--- config.mk ---
export PLATFORM = sky130hd
export DESIGN_NAME = signed_int_to_decimal_ascii_unit
export DESIGN_NICKNAME = d
export VERILOG_FILES = /design/src/rtl/sida_pkg.sv /design/src/rtl/signed_int_to_decimal_ascii_unit.sv
export SDC_FILE = /design/constraint.sdc
export NUM_CORES = 1
export LEC_CHECK = 0
export BUFFER_PORTS_ARGS = -buffer_cell sky130_fd_sc_hd__buf_4
export CAP_MARGIN = 20
export CORE_MARGIN = 8
export CORE_UTILIZATION = 55
export CTS_CLUSTER_DIAMETER = 30
export DETAILED_ROUTE_END_ITERATION = 8
export PLACE_DENSITY = 0.71
export SLEW_MARGIN = 30
export SYNTH_ARGS = -nofsm -noshare
export SYNTH_HDL_FRONTEND = slang
export SYNTH_SLANG_ARGS = --single-unit
--- constraint.sdc ---
create_clock -name clk_i -period 14.8 [get_ports clk_i]
set_input_delay 4.44 -clock clk_i [delete_from_list [all_inputs] [get_ports clk_i]]
set_output_delay 4.44 -clock clk_i [all_outputs]
set_load 0.05 [all_outputs]
--- src/rtl/sida_pkg.sv ---
// Shared constants for the signed integer to decimal text unit.
// Used by the top level and by its port checker; depends on nothing.
`timescale 1ns / 1ps

package sida_pkg;

  // Default width of the signed input value.
  localparam int unsigned DataWidthDef = 32;

  // Double-dabble bit steps that one pipeline stage performs.
  localparam int unsigned BitsPerStage = 8;

  // Width of one BCD digit.
  localparam int unsigned DigitWidth = 4;

  // ASCII codes that leave on the character port.
  localparam logic [6:0] CHAR_ZERO  = 7'd48;
  localparam logic [6:0] CHAR_NINE  = 7'd57;
  localparam logic [6:0] CHAR_MINUS = 7'd45;

endpackage

--- src/rtl/signed_int_to_decimal_ascii_unit.sv ---
// Path: an input value is registered in stage 0, then in each double-dabble stage and in the count
// stage, and the first character is offered from the serializer registers.
// Throughput: one character per cycle while the receiver does not stall; a text has 1 to 11
// characters at 32 bits, and the serializer sends them one after another.
// Reset: rst_ni is asynchronous and active low; it empties every stage and the serializer by
// clearing their valid and state bits, but the data registers are not reset.
`timescale 1ns / 1ps

// Top level of the signed integer to decimal ASCII converter.
// Depends on sida_pkg for the ASCII codes and the pipeline stage size.
module signed_int_to_decimal_ascii_unit #(
  parameter int unsigned DATA_WIDTH = sida_pkg::DataWidthDef
) (
  input  logic                  clk_i,
  input  logic                  rst_ni,
  // Input channel.
  input  logic [DATA_WIDTH-1:0] value_i,
  input  logic                  in_valid_i,
  output logic                  in_stall_o,
  // Output channel, one character per transfer.
  output logic [6:0]            char_code_o,
  output logic                  is_last_o,
  output logic                  out_valid_o,
  input  logic                  out_stall_i
);

  // Number of decimal digits in the largest magnitude, 2^(DATA_WIDTH-1).
  // The factor 30103/100000 stands for log10(2).
  localparam int unsigned NumDigits = ((DATA_WIDTH - 1) * 30103) / 100000 + 1;
  localparam int unsigned BcdWidth  = NumDigits * sida_pkg::DigitWidth;
  // The shift word holds the BCD digits above the binary magnitude.
  localparam int unsigned ShWidth   = BcdWidth + DATA_WIDTH;
  // Double-dabble stages; the last one may do fewer bit steps.
  localparam int unsigned NumStages =
      (DATA_WIDTH + sida_pkg::BitsPerStage - 1) / sida_pkg::BitsPerStage;
  localparam int unsigned IdxWidth  = $clog2(NumDigits);

  // ---------------------------------------------------------------------------------------------
  // Pipeline of the conversion.
  // Stage 0 takes the sign and forms the unsigned magnitude. Stages 1 to NumStages each run
  // up to eight steps of the shift-and-add-3 algorithm on the shift word. A count stage then finds
  // the most significant nonzero digit, so that leading zeros are never sent.
  // Every stage has a valid bit, and a stage loads when it is empty or its successor loads,
  // so a stall on the output side backs up through the pipe without losing an item.
  // ---------------------------------------------------------------------------------------------
  logic [NumStages:0] v_q;
  logic [NumStages:0] adv;
  logic [ShWidth-1:0] sh_q [0:NumStages];
  logic [ShWidth-1:0] sh_d [0:NumStages];
  logic               neg_q [0:NumStages];

  logic                cnt_v_q;
  logic                cnt_neg_q;
  logic [BcdWidth-1:0] cnt_bcd_q;
  logic [IdxWidth-1:0] cnt_msd_q;
  logic [IdxWidth-1:0] cnt_msd_d;
  logic                cnt_en;

  // Serializer state. The output port is driven straight from these registers, so it stays
  // put while the receiver stalls.
  logic                ser_busy_q;
  logic                ser_minus_q;
  logic [BcdWidth-1:0] ser_bcd_q;
  logic [IdxWidth-1:0] ser_ptr_q;
  logic                out_xfer;
  logic                ser_load;

  // Stage 0: magnitude. Negating the most negative value yields 2^(DATA_WIDTH-1), which is
  // exactly its unsigned magnitude.
  always_comb begin
    sh_d[0] = {{BcdWidth{1'b0}},
               (value_i[DATA_WIDTH-1] ? (~value_i + {{(DATA_WIDTH-1){1'b0}}, 1'b1}) : value_i)};
  end

  // Double-dabble stages.
  for (genvar s = 1; s <= NumStages; s++) begin : g_dabble
    always_comb begin : p_dabble
      logic [ShWidth-1:0] t;
      t = sh_q[s-1];
      for (int j = 0; j < sida_pkg::BitsPerStage; j++) begin
        if ((s - 1) * sida_pkg::BitsPerStage + j < DATA_WIDTH) begin
          for (int d = 0; d < NumDigits; d++) begin
            if (t[DATA_WIDTH + d*sida_pkg::DigitWidth +: sida_pkg::DigitWidth] >= 4'd5) begin
              t[DATA_WIDTH + d*sida_pkg::DigitWidth +: sida_pkg::DigitWidth] =
                  t[DATA_WIDTH + d*sida_pkg::DigitWidth +: sida_pkg::DigitWidth] + 4'd3;
            end
          end
          t = {t[ShWidth-2:0], 1'b0};
        end
      end
      sh_d[s] = t;
    end
  end

  // Load enables, walked back from the serializer.
  always_comb begin
    adv[NumStages] = !v_q[NumStages] || cnt_en;
    for (int s = NumStages - 1; s >= 0; s--) begin
      adv[s] = !v_q[s] || adv[s+1];
    end
  end

  assign in_stall_o = !adv[0];

  always_ff @(posedge clk_i or negedge rst_ni) begin
    if (!rst_ni) begin
      v_q <= '0;
    end else begin
      if (adv[0]) begin
        v_q[0] <= in_valid_i;
      end
      for (int s = 1; s <= NumStages; s++) begin
        if (adv[s]) begin
          v_q[s] <= v_q[s-1];
        end
      end
    end
  end

  always_ff @(posedge clk_i) begin
    if (adv[0]) begin
      sh_q[0]  <= sh_d[0];
      neg_q[0] <= value_i[DATA_WIDTH-1];
    end
    for (int s = 1; s <= NumStages; s++) begin
      if (adv[s]) begin
        sh_q[s]  <= sh_d[s];
        neg_q[s] <= neg_q[s-1];
      end
    end
  end

  // Count stage: index of the highest nonzero digit; zero gives index 0 and so a single '0'.
  always_comb begin
    cnt_msd_d = '0;
    for (int d = 0; d < NumDigits; d++) begin
      if (sh_q[NumStages][DATA_WIDTH + d*sida_pkg::DigitWidth +: sida_pkg::DigitWidth] != '0)
      begin
        cnt_msd_d = IdxWidth'(d);
      end
    end
  end

  assign cnt_en = !cnt_v_q || ser_load;

  always_ff @(posedge clk_i or negedge rst_ni) begin
    if (!rst_ni) begin
      cnt_v_q <= 1'b0;
    end else if (cnt_en) begin
      cnt_v_q <= v_q[NumStages];
    end
  end

  always_ff @(posedge clk_i) begin
    if (cnt_en) begin
      cnt_neg_q <= neg_q[NumStages];
      cnt_bcd_q <= sh_q[NumStages][ShWidth-1 -: BcdWidth];
      cnt_msd_q <= cnt_msd_d;
    end
  end

  // ---------------------------------------------------------------------------------------------
  // Serializer. It sends a pending minus sign first, then the digits from the most significant
  // nonzero one down to the units digit. On the transfer of the last character it takes the
  // next item from the count stage in the same cycle, so texts follow back to back.
  // ---------------------------------------------------------------------------------------------
  assign out_xfer = ser_busy_q && !out_stall_i;
  assign ser_load = !ser_busy_q || (out_xfer && is_last_o);

  always_ff @(posedge clk_i or negedge rst_ni) begin
    if (!rst_ni) begin
      ser_busy_q  <= 1'b0;
      ser_minus_q <= 1'b0;
      ser_ptr_q   <= '0;
    end else if (ser_load) begin
      ser_busy_q  <= cnt_v_q;
      ser_minus_q <= cnt_neg_q;
      ser_ptr_q   <= cnt_msd_q;
    end else if (out_xfer) begin
      if (ser_minus_q) begin
        ser_minus_q <= 1'b0;
      end else begin
        ser_ptr_q <= ser_ptr_q - IdxWidth'(1);
      end
    end
  end

  always_ff @(posedge clk_i) begin
    if (ser_load) begin
      ser_bcd_q <= cnt_bcd_q;
    end
  end

  assign out_valid_o = ser_busy_q;
  assign is_last_o   = !ser_minus_q && (ser_ptr_q == '0);
  assign char_code_o = ser_minus_q ? sida_pkg::CHAR_MINUS
                     : sida_pkg::CHAR_ZERO
                       + {3'b000, ser_bcd_q[ser_ptr_q*sida_pkg::DigitWidth +: sida_pkg::DigitWidth]};

endmodule

Word-level counts from Yosys, hierarchy flattened

Memories as Yosys holds them, arrays and structs flattened. A register that Yosys moved wholly into a read port is not among the register bits.
Cells that the tools add are included.

Flip-flop bits (word level): 96
Memory bits (writable): 365
Output and inout port bits: 10
Memories kept: 2

Add/sub/neg operators: 323
$lt $le $gt $ge: 320
Equal/unequal tests: 1
Shift-type cells: 1
Muxes and demuxes: 345
Bitwise logic cells: 1
Reduce and logical (&&, ||, !) cells: 33

Memories:

| memory | words | width | read ports | clocked after memory_dff | write ports | line                                   | RTL |
|---|---|---|---|---|---|---|---|
| sh_q   | 5     | 72    | 5          | 0                        | 5           | signed_int_to_decimal_ascii_unit.sv:48 | `logic [ShWidth-1:0] sh_q [0:NumStages];` |
| neg_q  | 5     | 1     | 5          | 1                        | 5           | signed_int_to_decimal_ascii_unit.sv:50 | `logic neg_q [0:NumStages];` |

Operator list:

| kind                                                  | number |
|---|---|
| >= comparator 4 x 3 -> 1 bit, second input constant   | 320 |
| 2-to-1 mux 4 bit                                      | 297 |
| adder 4 x 2 -> 4 bit, second input constant           | 288 |
| adder 3 x 2 -> 3 bit, second input constant           | 32 |
| 2-to-1 mux 3 bit                                      | 32 |
| indexed part select 40 x 7 -> 4 bit                   | 1 |
| nonzero test 4 bit                                    | 9 |
| adder 32 x 1 -> 32 bit, second input constant         | 1 |
| 2-to-1 mux 32 bit                                     | 1 |
| NOT 32 bit                                            | 1 |
| 2-to-1 mux 1 bit                                      | 14 |
| zero test 1 bit                                       | 10 |
| adder 6 x 4 -> 7 bit, first input constant            | 1 |
| logical OR 1 bit                                      | 7 |
| 2-to-1 mux 7 bit                                      | 1 |
| zero test 4 bit                                       | 1 |
| subtractor 4 x 1 -> 4 bit, second input constant      | 1 |
| logical AND 1 bit                                     | 3 |
| inequality test 2 x 1 -> 1 bit, second input constant | 1 |
| AND reduction 2 bit                                   | 1 |
| nonzero test 2 bit                                    | 1 |
| OR reduction 2 bit                                    | 1 |

Logic depth before layout (Yosys ltp)

Gate-level depths: netlist of the first run.
An unclocked memory read counts as a cell.

Word-level depth: 17
Gate-level depth with buffers: 37
Mapped depth without buffers: 37

Least setup slack after synthesis of the first run

No wires, ideal clock.

Path kind: input-to-output
Start: in out_stall_i
End: out in_stall_o
Arrival time: 8,049 ps
Required time: 10,360 ps
Setup slack: 2,311 ps
Stages: 5
Path through: o21a_1 > nand3_1 > nor2_1 > nand4_1 > inv_1

Cells in the longest elaborated chain, start to end: 11

Ends and longest elaborated chain:

| element                        | line                                    | RTL |
|---|---|---|
| start: declaration             | signed_int_to_decimal_ascii_unit.sv:24  | `input logic out_stall_i` |
| zero test 1 bit                | signed_int_to_decimal_ascii_unit.sv:167 | `assign out_xfer = ser_busy_q && !out_stall_i;` |
| logical AND 1 bit              | signed_int_to_decimal_ascii_unit.sv:167 |  |
| logical AND 1 bit              | signed_int_to_decimal_ascii_unit.sv:168 | `assign ser_load = !ser_busy_q \|\| (out_xfer && is_last_o);` |
| logical OR 1 bit               | signed_int_to_decimal_ascii_unit.sv:168 |  |
| logical OR 1 bit               | signed_int_to_decimal_ascii_unit.sv:144 | `assign cnt_en = !cnt_v_q \|\| ser_load;` |
| logical OR 1 bit               | signed_int_to_decimal_ascii_unit.sv:97  | `adv[NumStages] = !v_q[NumStages] \|\| cnt_en;` |
| named net adv[4]               | signed_int_to_decimal_ascii_unit.sv:47  | `logic [NumStages:0] adv;` |
| logical OR 1 bit (4 in series) | signed_int_to_decimal_ascii_unit.sv:99  | `adv[s] = !v_q[s] \|\| adv[s+1];` |
| zero test 1 bit                | signed_int_to_decimal_ascii_unit.sv:103 | `assign in_stall_o = !adv[0];` |
| end: declaration               | signed_int_to_decimal_ascii_unit.sv:19  | `output logic in_stall_o,` |

The timed path passes the listed nets, and every way through them passes these cells.

Worst setup path in the final report of the first run

Ends and elaborated chain as after synthesis.

==> results of run 1 <==
[synthesized netlist by cell type (16+ instances only)]
cell      count  area [um^2]
nand2_1     292         1100
nor2_1      278         1040
edfxtp_1    272         8170
a21oi_1     211         1060
inv_1       202          758
o21ai_0     196          981
ha_1        141         1760
xnor2_1      94          823
nand3_1      93          465
mux2i_1      88          881
nand2b_1     77          482
nor3_1       75          375
clkbuf_1     64          240
o21ai_1      60          300
o211ai_1     57          428
and2_1       53          332
a211oi_1     49          368
a21o_1       49          368
a31oi_1      49          307
nor2b_1      46          288
mux2_2       40          450
o21a_1       38          285
or3_1        34          213
o31ai_1      33          248
xor2_1       33          289
o22ai_1      32          200
a211o_1      29          254
or2_2        24          150
and3_1       22          138
buf_2        22          110
a22oi_1      21          158
nor4_1       20          125
a221oi_1     18          158
nand4_1      18          113
o21bai_1     18          135
mux2i_2      17          234
a21boi_0     16          120
[area by class of cell]
| class | count | area (um^2) | area share [%] |
|---|---|---|---|
| Sequential cell | 284 | 8470 | 26.3 |
| Tap cell | 696 | 871 | 2.70 |
| Clock buffer | 58 | 1410 | 4.37 |
| Timing Repair Buffer | 49 | 368 | 1.14 |
| Clock inverter | 42 | 448 | 1.39 |
| Inverter | 221 | 830 | 2.57 |
| Multi-Input combinational cell | 2789 | 19800 | 61.6 |
[worst max-delay path: stages]
cell and delay, ns:
buf_4 0.10, o21a_1 0.30, nand3_4 0.50, nor2_1 0.74, nand4_1 0.17, buf_4 0.30
inv_1 0.10, buf_4 0.19
[metrics by stage]
stage,utilization (%),worst slack [ns],cells,area (um^2),hold slack [ns]
detailed placement,56.9,3.07,4039,30400,0.405
floorplan,-,2.31,3393,29500,0.400
CTS,60.3,3.05,4139,32200,0.404
global placement,56.8,3.20,4039,30300,0.403
finish,60.4,3.50,4139,32200,0.410
global route,60.4,3.28,4139,32200,0.418
[cell usage in the layout (no fill, tap or decap), types with 34 or more instances in the layout]
cell | Yosys | final
nand2_1 | 292 | 291
nor2_1 | 278 | 278
edfxtp_1 | 272 | 272
a21oi_1 | 211 | 211
inv_1 | 202 | 202
o21ai_0 | 196 | 195
ha_1 | 141 | 141
xnor2_1 | 94 | 94
nand3_1 | 93 | 91
mux2i_1 | 88 | 88
nand2b_1 | 77 | 77
nor3_1 | 75 | 74
o21ai_1 | 60 | 61
o211ai_1 | 57 | 57
clkbuf_16 | 0 | 56
and2_1 | 53 | 53
a21o_1 | 49 | 49
a31oi_1 | 49 | 49
a211oi_1 | 49 | 49
buf_4 | 4 | 49
nor2b_1 | 46 | 46
mux2_2 | 40 | 40
o21a_1 | 38 | 38
or3_1 | 34 | 34
[registers in the layout (all words and copies together) (netlist names)]
name         count
ser_minus_q      1
ser_bcd_q       40
ser_ptr_q        4
v_q              5
cnt_msd_q        4
cnt_neg_q        1
sh_q           182
neg_q            5
out_valid_o      1
cnt_v_q          1
cnt_bcd_q       40
[worst max path at each step]
stage,endpoint,depth (start not counted),slack [ns]
finish,in_stall_o,8,3.50
global route,in_stall_o,8,3.28
CTS,in_stall_o,8,3.05
detailed placement,in_stall_o,8,3.07
global placement,in_stall_o,8,3.20
floorplan,in_stall_o,5,2.31
[layer usage]
metal | vias up | part of all wire [%] | global-route usage (%)
met3 | 100 | 3.1 | 2.22
met4 | 0 | 1.8 | 5.00
met1 | 12000 | 44 | 23.5
met2 | 454 | 51 | 36.4
li1 | 12900 | - | -
met5 | - | 0 | 0
[logic make-up after synthesis]
| logic type | share of synthesized area [%] |
|---|---|
| compound gates | 29.6 |
| simple gates | 18.9 |
| buf+inv | 4.27 |
| flops | 28.7 |
| mux | 6.45 |
| xor+xnor | 5.70 |
| fa+ha+maj | 6.42 |
| other cells | 0.0255 |
==> metrics.txt, run 1 <==
Slew HR=38.1%; Via Count=roughly 25k; dpl hpwl=46700 um; Area growth syn-to-layout=9.24%; Startpoint Class=input port; Max Transition Viols Final=0; CTS buffer count=55; IO Count=46; number of flops mapped to enable cells by yosys=roughly 270; R2R Path Start=sh_q[0][268]; Hold/Removal Path Class=reg2reg; GPL Wtd Cong=between 0.8 and 0.9; WS Path Type=in2out; vias per cell=about 6.2; Mapped Area=29500 um^2; Max Clk Rate=88.5 MHz; std cell rows=85; DRC violations left=0; syn avg cell area=~8.7 um^2; Iteration-0 DRC Markers=1614; largest net degree at the start of global routing=between 40 and 50; vias in the first global route=24.0k; CTS max path bufs=3; measured slew at the worst slew-check pin=0.924 ns; crit share post-route=around 76%; Critical Path RT=10.36 ns; CTS resizes=0; Die Y=248 um; Port Buffers=43; H-tree depth=2; Seq/Total Area, Yosys=roughly 29%; Die X-Extent=248 um; Worst Hold Depth=0; GRT Util Overall=19.5%; Synth async-reset ratio=4.23%; GR Overflow Total=0; antenna fix cells=0; core area=~53000 um^2; Mapped Cells=between 3k and 4k; Clock Sinks=about 280; run status=finished, final reports clean; R2R depth=31; hold buffer count at CTS=0; post-route clock skew=0.0184 ns; CTS Root Cell=clkbuf_16; Seq cells post-synth=284; crit path max fanout=43; Hold EP=ser_bcd_q[31]; drt first pass iters=6; ys flop type=edfxtp_1; CTS tree=yes; nets=3577; Skew-Pair Late Insertion Delay=between 0.5 and 0.6 ns; TNS Setup=0 ns; reg2reg end=sh_q[0][352]; CP Capture Type=output pin; Max Cap Violations=0; Unique masters post-synth=about 140; wire per inst=about 15 um; post-CTS setup buffer count=0; CP Launch Point=out_stall_i; first-pass GRT wire length=106000 um; Synth Net Count=approximately 3.6k; Setup-failing EPs final=0; CP arrival=around 7 ns; post-layout min period=about 11 ns; Initial Utilization=~55%; antenna violations before repair=0; Yosys warning total=0; routed wire length=61700 um; die area=~60000 um^2; R2R setup slack=~6.9 ns; RSZ-0062 raised after global routing=no; Routed Antenna Nets=0; min-delay src=cnt_bcd_q[31]; layout cell share with drive strength beyond 1=around 12%; filler instances=about 4.5k; count of final hold-check violations=0; Clock Pin Slew Worst Setup and Hold Paths=around 0.060 ns
Power of run 1 is left out: the tool's default activity adds up to more than one toggle a clock period on the data nets, which glitch-free logic cannot reach.
==> run 2, diff against run 1 <==
==> constraint.sdc (replaced) <==
create_clock -name clk_i -period 11.8 [get_ports clk_i]
set_input_delay 3.54 -clock clk_i [delete_from_list [all_inputs] [get_ports clk_i]]
set_output_delay 3.54 -clock clk_i [all_outputs]
set_load 0.05 [all_outputs]
==> run 2 against run 1 <==
Hold slack better by 0.0016 ns. Register-to-register slack worse by 2.9 ns. Count of clock-buffer cells in the layout is 2 higher. Global-route usage is 0.43 points higher. First-iteration DRC count is 11% higher. Utilization is 0.18 points higher. Cell count is 0.12% higher. Via count is 0.30% higher. Die area stayed put. Critical path depth is 1 higher. Critical path type unchanged. Highest routed layer unchanged.
==> metrics.txt, run 2 (synthesized netlist as in run 1, its figures left out) <==
run status=finished, final reports clean; DRC violations left=0 (unchanged); Iteration-0 DRC Markers=1793 (+11%); drt first pass iters=6 (unchanged); Max Cap Violations=0 (unchanged); Largest register FFs=182 (unchanged); commonest cells after routing, fill and taps aside=nand2_1 (291), nor2_1 (278), edfxtp_1 (272); Crit path top cell by count=buf_4; post-route clock skew=0.0303 ns (+0.0119 ns); reg2reg end=sh_q[0][352]; top sig layer=met4; CTS buffer count=55 (unchanged); CTS Root Cell=clkbuf_16; Clock Pin Slew Worst Setup and Hold Paths=0.06 ns (about the same); nets=3578 (+0.028%); IO Count=46 (unchanged); post-CTS setup buffer count=0 (unchanged); CP delay by family, top=buffers and inverters; Setup-failing EPs final=0 (unchanged); routed wire length=62300 um (+0.97%); crit path to=in_stall_o; R2R depth=31 (unchanged); Startpoint Class=input port; RSZ-0062 raised after global routing=no; CP Launch Point=out_stall_i; Initial Utilization=55.3% (unchanged); Skew-Pair Late Insertion Delay=0.60 ns (+0.02 ns); R2R Path Start=sh_q[0][268]; Die X-Extent=248 um (unchanged); Die Y=248 um (unchanged); crit share post-route=between 70 and 80%; die area=61300 um^2 (unchanged); core area=53400 um^2 (unchanged); count of final hold-check violations=0 (unchanged); CTS tree=yes; WS Path Type=in2out; Routed Antenna Nets=0 (unchanged); Via Count=25.6k (+0.30%); vias in the first global route=24.3k (+1.1%); Biggest register=sh_q; CP Capture Type=output pin; vias per cell=6.17 (+0.18%); wire length on met2=31700 um (+1.7%); Max Clk Rate=~110 MHz; Port Buffers=43 (unchanged); leading cell type in the layout, fill and taps excluded=nand2_1; GR Overflow Total=0 (unchanged); Crit-path slowest cell=buf_4; Clock Sinks=284 (unchanged); measured slew at the worst slew-check pin=0.943 ns (+0.0194 ns); Max Transition Viols Final=0 (unchanged); first-pass GRT wire length=108000 um (+2.2%); std cell rows=85 (unchanged); dpl hpwl=47000 um (+0.69%); crit path max fanout=43 (unchanged); wire per inst=15.0 um (+0.85%); Critical Path RT=8.26 ns (-2.10 ns); top flop regs=sh_q x182, cnt_bcd_q x40, ser_bcd_q x40; H-tree depth=2 (unchanged); Area growth syn-to-layout=9.56%; worst-path cell chain=buf_4 -> o21a_1 -> nand3_2 -> buf_4 -> nor2_1 -> nand4_1 -> buf_4 -> inv_1 -> buf_4; Met1 Routed Length=27300 um (-0.42%); slowest stage delay, CP=0.45 ns (-0.29 ns); hold buffer count at CTS=0 (unchanged); layout cell share with drive strength beyond 1=12.7% (+0.27 points); antenna violations before repair=0 (unchanged); crit path buf inv count=5 (+1); TNS Setup=0 ns (unchanged); Hold/Removal Path Class=reg2reg; met3 wire len=1960 um (+2.2%); GRT Util Overall=19.9% (+0.43 points); Slew HR=36.7% (-1.4 points); largest net degree at the start of global routing=47 (unchanged); CTS max path bufs=3 (unchanged); Crit path depth=9 (+1); GPL Wtd Cong=0.838 (+0.17%); R2R setup slack=3.92 ns (-2.94 ns); CTS resizes=0 (unchanged); CP arrival=5.64 ns (-1.22 ns); antenna fix cells=0 (unchanged); post-layout min period=a little over 9 ns
-- run 2: changes by cell type in the layout (fill, tap and decap cells not counted), moves of 3 or more --
cell / previous run / this run
clkinv_1: 10 / 5
inv_6: 8 / 13
clkinvlp_4: 8 / 4
clkinv_2: 1 / 6
bufinv_16: 3 / 6
-- run 2: final cells by class --
class / count / area [um^2]
Clock buffer: 60 / 1420
Clock inverter: 44 / 538
Fill cell: 4387 / 21100
Inverter: 221 / 830
Multi-Input combinational cell: 2789 / 19800
Sequential cell: 284 / 8470
Tap cell: 696 / 871
Timing Repair Buffer: 50 / 375
-- run 2: worst min path at each step --
| stage | from | end | cells past startpoint |
|---|---|---|---|
| floorplan | sh_q[0][320] | cnt_bcd_q[0] | 0 |
| global placement | sh_q[0][94] | sh_q[0][174] | 0 |
| detailed placement | cnt_bcd_q[11] | ser_bcd_q[11] | 0 |
| CTS | sh_q[0][88] | sh_q[0][168] | 0 |
| global route | sh_q[0][88] | sh_q[0][168] | 0 |
| finish | sh_q[0][88] | sh_q[0][168] | 0 |
-- run 2: stage by stage --
step                area, um^2  hold WS (ns)  std cells  setup WS, ns  utilization [%]
floorplan                29500         0.400       3393          1.11                -
global placement         30300         0.402       4040          2.69             56.8
detailed placement       30300         0.405       4040          2.62             56.8
CTS                      32300         0.412       4144          2.60             60.5
global route             32300         0.417       4144          2.41             60.6
finish                   32300         0.411       4144          2.62             60.6
-- run 2: metal layers --
| metal | global-route usage (%) | vias up |
|---|---|---|
| li1 | - | 13000 |
| met5 | 0 | - |
| met3 | 2.28 | 93 |
| met4 | 5.40 | 0 |
| met2 | 37.2 | 452 |
| met1 | 23.9 | 12000 |
Power of run 2 is left out for the same reason.
